$ cat src/hw/rtl/msd_pkg.sv
// Shared types, codes and constants of the motion segment detector.
package msd_pkg;

   // Default sizes of the block.
   localparam int DEFAULT_NUM_DEVICES  = 4;
   localparam int DEFAULT_BUFFER_DEPTH = 64;

   // Width of a squared step distance: three squared byte differences.
   localparam int DIST_W = 18;

   // Configuration port.
   localparam int CSR_INDEX_W = 2;
   localparam int CSR_DATA_W  = 18;
   localparam logic [CSR_INDEX_W-1:0] CSR_DIST_THRESHOLD  = 2'd0;
   localparam logic [CSR_INDEX_W-1:0] CSR_MIN_SEGMENT_LEN = 2'd1;
   localparam logic [CSR_INDEX_W-1:0] CSR_ACTIVE_DEVICES  = 2'd2;

   // Register reset values.
   localparam logic [17:0] DIST_THRESHOLD_RESET  = 18'(12 * 12);
   localparam logic [6:0]  MIN_SEGMENT_LEN_RESET = 7'd5;
   localparam logic [2:0]  ACTIVE_DEVICES_RESET  = 3'd4;

   // Actions.
   localparam logic [2:0] ACT_SAMPLE = 3'd0;
   localparam logic [2:0] ACT_START  = 3'd1;
   localparam logic [2:0] ACT_STOP   = 3'd2;
   localparam logic [2:0] ACT_READ   = 3'd3;
   localparam logic [2:0] ACT_QUERY  = 3'd4;

   // Device states, also reported as state codes.
   localparam logic [2:0] ST_NONE        = 3'd0;
   localparam logic [2:0] ST_MOVING      = 3'd1;
   localparam logic [2:0] ST_FINISHED    = 3'd2;
   localparam logic [2:0] ST_OUT_OF_BUF  = 3'd3;
   localparam logic [2:0] ST_MANUAL      = 3'd4;
   localparam logic [2:0] ST_MANUAL_FULL = 3'd5;
   localparam logic [2:0] ST_MANUAL_DONE = 3'd6;
   localparam logic [2:0] ST_ERROR       = 3'd7;

   // One stored 3-axis sample, x in the low byte.
   typedef struct packed {
      logic [7:0] z;
      logic [7:0] y;
      logic [7:0] x;
   } sample_type;

   // Reset content of the last slot of every device ring.
   localparam sample_type RESET_LAST_SLOT = '{z: 8'(128 + 25), y: 8'd128, x: 8'd128};

   // Input item.
   typedef struct packed {
      logic [2:0] action;
      logic [1:0] device_id;
      logic [7:0] accel_x;
      logic [7:0] accel_y;
      logic [7:0] accel_z;
   } req_type;

   // Result item.
   typedef struct packed {
      logic [2:0] state_code;
      logic       ok;
      logic       has_sample;
      logic [7:0] sample_x;
      logic [7:0] sample_y;
      logic [7:0] sample_z;
      logic       last;
   } rsp_type;

endpackage

$ cat src/hw/rtl/msd_dist_unit.sv
// Squared step distance between two samples, with registered squares.
module msd_dist_unit (
   input  logic                          clock,
   input  msd_pkg::sample_type           cur_sample,
   input  msd_pkg::sample_type           prev_sample,
   output logic [msd_pkg::DIST_W-1:0]    dist_sq
);

   logic [7:0]  diff_x, diff_y, diff_z;
   logic [15:0] sq_x_ff, sq_y_ff, sq_z_ff;

   // Absolute difference per axis.
   assign diff_x = (cur_sample.x > prev_sample.x) ? cur_sample.x - prev_sample.x
                                                  : prev_sample.x - cur_sample.x;
   assign diff_y = (cur_sample.y > prev_sample.y) ? cur_sample.y - prev_sample.y
                                                  : prev_sample.y - cur_sample.y;
   assign diff_z = (cur_sample.z > prev_sample.z) ? cur_sample.z - prev_sample.z
                                                  : prev_sample.z - cur_sample.z;

   // One 8x8 square per axis, registered.
   always_ff @(posedge clock) begin
      sq_x_ff <= diff_x * diff_x;
      sq_y_ff <= diff_y * diff_y;
      sq_z_ff <= diff_z * diff_z;
   end

   // Sum of the squares after the register.
   assign dist_sq = msd_pkg::DIST_W'(sq_x_ff) + msd_pkg::DIST_W'(sq_y_ff)
                  + msd_pkg::DIST_W'(sq_z_ff);

endmodule

$ cat config.mk
export PLATFORM = sky130hd
export DESIGN_NAME = msd_dist_unit
export DESIGN_NICKNAME = d
export VERILOG_FILES = /design/src/hw/rtl/msd_pkg.sv /design/src/hw/rtl/msd_dist_unit.sv
export SDC_FILE = /design/constraint.sdc
export NUM_CORES = 1
export LEC_CHECK = 0
export ABC_CLOCK_PERIOD_IN_PS = 6600
export BUFFER_PORTS_ARGS = -buffer_cell sky130_fd_sc_hd__buf_4
export CAP_MARGIN = 25
export CORE_MARGIN = 3
export CORE_UTILIZATION = 57
export DETAILED_ROUTE_END_ITERATION = 6
export PLACE_DENSITY = 0.77
export SKIP_CTS_REPAIR_TIMING = 1
export SYNTH_ARGS = -nofsm -noshare
export SYNTH_HDL_FRONTEND = slang
export SYNTH_SLANG_ARGS = --single-unit
$ cat constraint.sdc
create_clock -name clock -period 6.6 [get_ports clock]
set_clock_uncertainty 0.2 [all_clocks]
set_input_delay 0.33 -clock clock [delete_from_list [all_inputs] [get_ports clock]]
set_output_delay 0.33 -clock clock [all_outputs]
set_load 0.02 [all_outputs]
### Word-level counts from Yosys, hierarchy flattened

Cells that the tools add are included.

| cells by class | value |
|---|---|
| $add $sub $neg | 8 |
| multiply operators | 3 |
| magnitude comparators | 3 |
| muxes and demuxes | 3 |

Operators with widths:

| cell | number |
|---|---|
| multiplier 8 x 8 -> 16 bit | 3 |
| subtractor 8 bit | 6 |
| > comparator 8 bit | 3 |
| 2-to-1 mux 8 bit | 3 |
| adder 17 x 16 -> 18 bit | 1 |
| adder 16 x 16 -> 17 bit | 1 |

| storage, ports and cells | value |
|---|---|
| register bits | 48 |
| bits of input ports | 49 |
| output and inout bits | 18 |

### Longest topological paths before layout

| logic depth | value |
|---|---|
| depth in word-level cells | 3 |
| mapped depth | 27 |

### Worst setup path before layout

Ideal clock, no wire load.

| timing path | value |
|---|---|
| path type | in2reg |
| start point | in cur_sample[16] (netlist name) |
| end point | reg sq_z_ff[15] |
| setup time | 120 ps |
| arrival | 6126 ps |
| required time | 6280 ps |
| path slack | 154 ps |
| cell stages on the path | 24 |
| path buffers | 0 |
| cells stage by stage | inv_1 ha_1 inv_1 fa_1 a21o_1 a221oi_4 a21oi_4 mux2i_2 xor2_2 or2_1 inv_1 fa_1 fa_1 inv_1 fa_1 fa_1 inv_1 ha_1 o21a_1 o31a_1 o31a_1 o21a_1 a311o_1 xor2_1 |

| on the way | value |
|---|---|
| longest elaborated chain between the ends | 3 |
| elaborated cells on any way between the ends | 5 |

RTL lines:

| element | line | RTL |
|---|---|---|
| start: declaration | msd_dist_unit.sv:4 | `input msd_pkg::sample_type cur_sample,` |
| subtractor 8 bit, or another cell as far along | msd_dist_unit.sv:18 | `: prev_sample.z - cur_sample.z;` |
| 2-to-1 mux 8 bit * | msd_dist_unit.sv:17 | `assign diff_z = (cur_sample.z > prev_sample.z) ? cur_sample.z - prev_sample.z` |
| multiplier 8 x 8 -> 16 bit * | msd_dist_unit.sv:24 | `sq_z_ff <= diff_z * diff_z;` |
| end signal: assignment | msd_dist_unit.sv:24 |  |
| end: declaration | msd_dist_unit.sv:10 | `logic [15:0] sq_x_ff, sq_y_ff, sq_z_ff;` |

Mark *: on every way between the ends. The rest lies on a longest branch, timed or not.

### Worst setup path in the final report

Same ends and word-level chain as after synthesis.

==> impl_metrics.py <==
metrics = {
    "finish": {
        "syn_to_final_growth_pct": 13.16,
        "regArea_sq_um": 900.9,
        "multi_input_area_sq_mm": 0.006980,
        "final_common_cell": "inv_1",
        "nets": 1381,
        "n_fill_cell": 1196,
        "final_area_sq_mm": 0.009852,
        "final_cell_mix": "inv_1 (197), ha_1 (149), buf_4 (111)",
        "drive_gt1_share_pct": 14.92,
        "diodes": 0,
    },
    "grt": {
        "grt_max_degree": 14,
        "grt_pass1_vias": 6932,
        "grt_pass1_wl_microns": 29580,
        "grt_use_total_pct": 20.88,
        "antenna_found_initial": 0,
        "grt_remaining_overflow": 0,
    },
    "yosys": {
        "synth_top_family_by_area": "adder cells",
        "ys_async_sr_fraction_pct": 0,
        "synth-compound-area-share_pct": 13.27,
        "synth_simple_gate_area_share_pct": 11.96,
        "syn_area_sq_mm": 0.008706,
        "synth-seq-area-share_pct": 10.35,
        "ys_types": 64,
        "synth_warnings": 0,
        "yosys.area_share.adder_pct": 43.72,
        "synth-xor-area-share_pct": 8.451,
        "synthCells": 985,
        "synth_edf_count": 0,
        "ys.flop_type": "dfxtp_1",
        "ys_ff_latch": 45,
        "synthMuxAreaShare_pct": 2.414,
        "syn_avg_cell_area_sq_um": 8.838,
    },
    "timing": {
        "fmaxAchievable_ghz": 0.1563,
        "post-route-period-util_pct": 96.92,
        "grt_setup_unrepaired": "yes",
        "slew_viol_final": 0,
        "setup-violations-final": 0,
        "min_period_ps": 6396,
        "worst_pin_slew_ps": 580.9,
        "hold_ws_ps": 403.9,
        "finalHoldViolCount": 0,
        "relSlewSlack_pct": 61.27,
    },
    "placement": {
        "io_buffers": 66,
        "routabilityCongestion": 0.8912,
        "place_hpwl_microns": 14260,
        "place_area_sq_mm": 0.009663,
    },
    "job": {
        "max_cap_violations": 0,
    },
    "route": {
        "vias_per_cell": 5.328,
        "wl_microns": 16620,
        "drt_iter0_markers": 336,
        "drt-pass1-iter-count": 5,
        "vias": 6766,
        "wl_per_cell_microns": 13.09,
        "drc": 0,
        "ant_nets": 0,
    },
    "clock_tree": {
        "root_buffer": "clkbuf_16",
        "htreeDepth": 2,
        "cts.sinks": 45,
        "clockBufferDepth": 2,
        "cts_buffers": 5,
        "tritoncts": "built",
        "clk_pin_slew_ps": 60,
    },
    "floorplan": {
        "die_area_sq_mm": 0.01679,
        "initial_core_util_pct": 59.01,
        "ioPinCount": 67,
        "rows": 44,
        "fp.dieW_microns": 129.6,
        "core_sq_mm": 0.01475,
        "die_h_microns": 129.6,
    },
    "worst_hold_path": {
        "hold_path_startpoint": "prev_sample[16]",
        "hold_path_class": "input pin to flip-flop",
    },
    "setup_path": {
        "max_stage_delay_ps": 550,
        "worst-path-buf-inv": 6,
        "crit_arrival_ps": 6360,
        "critPathLaunch": "cur_sample[16]",
        "cpMaxStageDelayCell": "fa_1",
        "required_ps": 6570,
        "cp_top_family": "adder cells",
        "critical_path_class": "input pin to flip-flop",
        "cp-start-kind": "input pin",
        "worstSetupEndpointType": "flip-flop",
        "cp_max_fo": 8,
    },
    "status": {
        "status": "completed",
    },
}
## kinds of logic after synthesis
kind of cell,after synthesis
compound gates,170
xor+xnor,75
buf+inv,218
other cells,1
flops,45
mux,19
simple gates,211
fa+ha+maj,246
## metrics by stage
stage	cells	setup slack, ps	util [%]	setup TNS, ps
after detailed placement	1262	-54.11	65.49	-59.61
after floorplan	987	154.2	-	0
after global placement	1262	63.22	65.49	0
after CTS	1269	227.5	66.58	0
after global routing	1270	-16.19	66.77	-19.34
final	1270	203.6	66.77	0
## worst min-delay path: stages
cell and delay [ps]:
buf_4 80, ha_1 130, buf_4 160, inv_1 110
## flip-flops by register name, indices dropped and copies added, names as in the netlist
| signal | flops |
|---|---|
| sq_y_ff | 15 |
| sq_x_ff | 15 |
| sq_z_ff | 15 |
## cell usage after synthesis (12+ instances only)
master / n / area (sq um)
mux2i_1: 16 / 160.2
dfxtp_1: 45 / 900.9
fa_1: 97 / 1942
inv_1: 197 / 739.5
a21o_1: 31 / 232.7
o21ai_0: 19 / 95.09
ha_1: 149 / 1864
nand2_1: 27 / 101.4
a21oi_1: 60 / 300.3
or2_2: 12 / 75.07
nand2b_1: 12 / 75.07
xor2_1: 18 / 157.7
nor2_1: 94 / 352.8
xnor2_1: 48 / 420.4
## layer usage
| metal | up-vias | routed length [microns] | part of all wire [%] | GRT usage [%] |
|---|---|---|---|---|
| met5 | - | 0 | 0 | 0 |
| met4 | 0 | 374 | 2.3 | 5.807 |
| met3 | 26 | 484 | 2.9 | 1.649 |
| met2 | 126 | 8032 | 48 | 36.09 |
| met1 | 3222 | 7730 | 47 | 28.27 |
| li1 | 3392 | - | - | - |
## layout make-up
class	instances	area share, %
Sequential cell	45	9.144
Tap cell	184	2.337
Inverter	199	7.582
Multi-Input combinational cell	724	70.85
Timing Repair Buffer	111	8.458
Clock inverter	2	0.3556
Clock buffer	5	1.270
## worst paths after layout
| kind | to | slack [ps] | depth (start not counted) |
|---|---|---|---|
| setup / recovery | sq_z_ff[15]$_DFF_P_ | 200 | 27 |
| hold / removal | sq_z_ff[0]$_DFF_P_ | 400 | 4 |
Power is left out: the tool's default activity adds up to more than one toggle a clock period on the data nets, which glitch-free logic cannot reach.
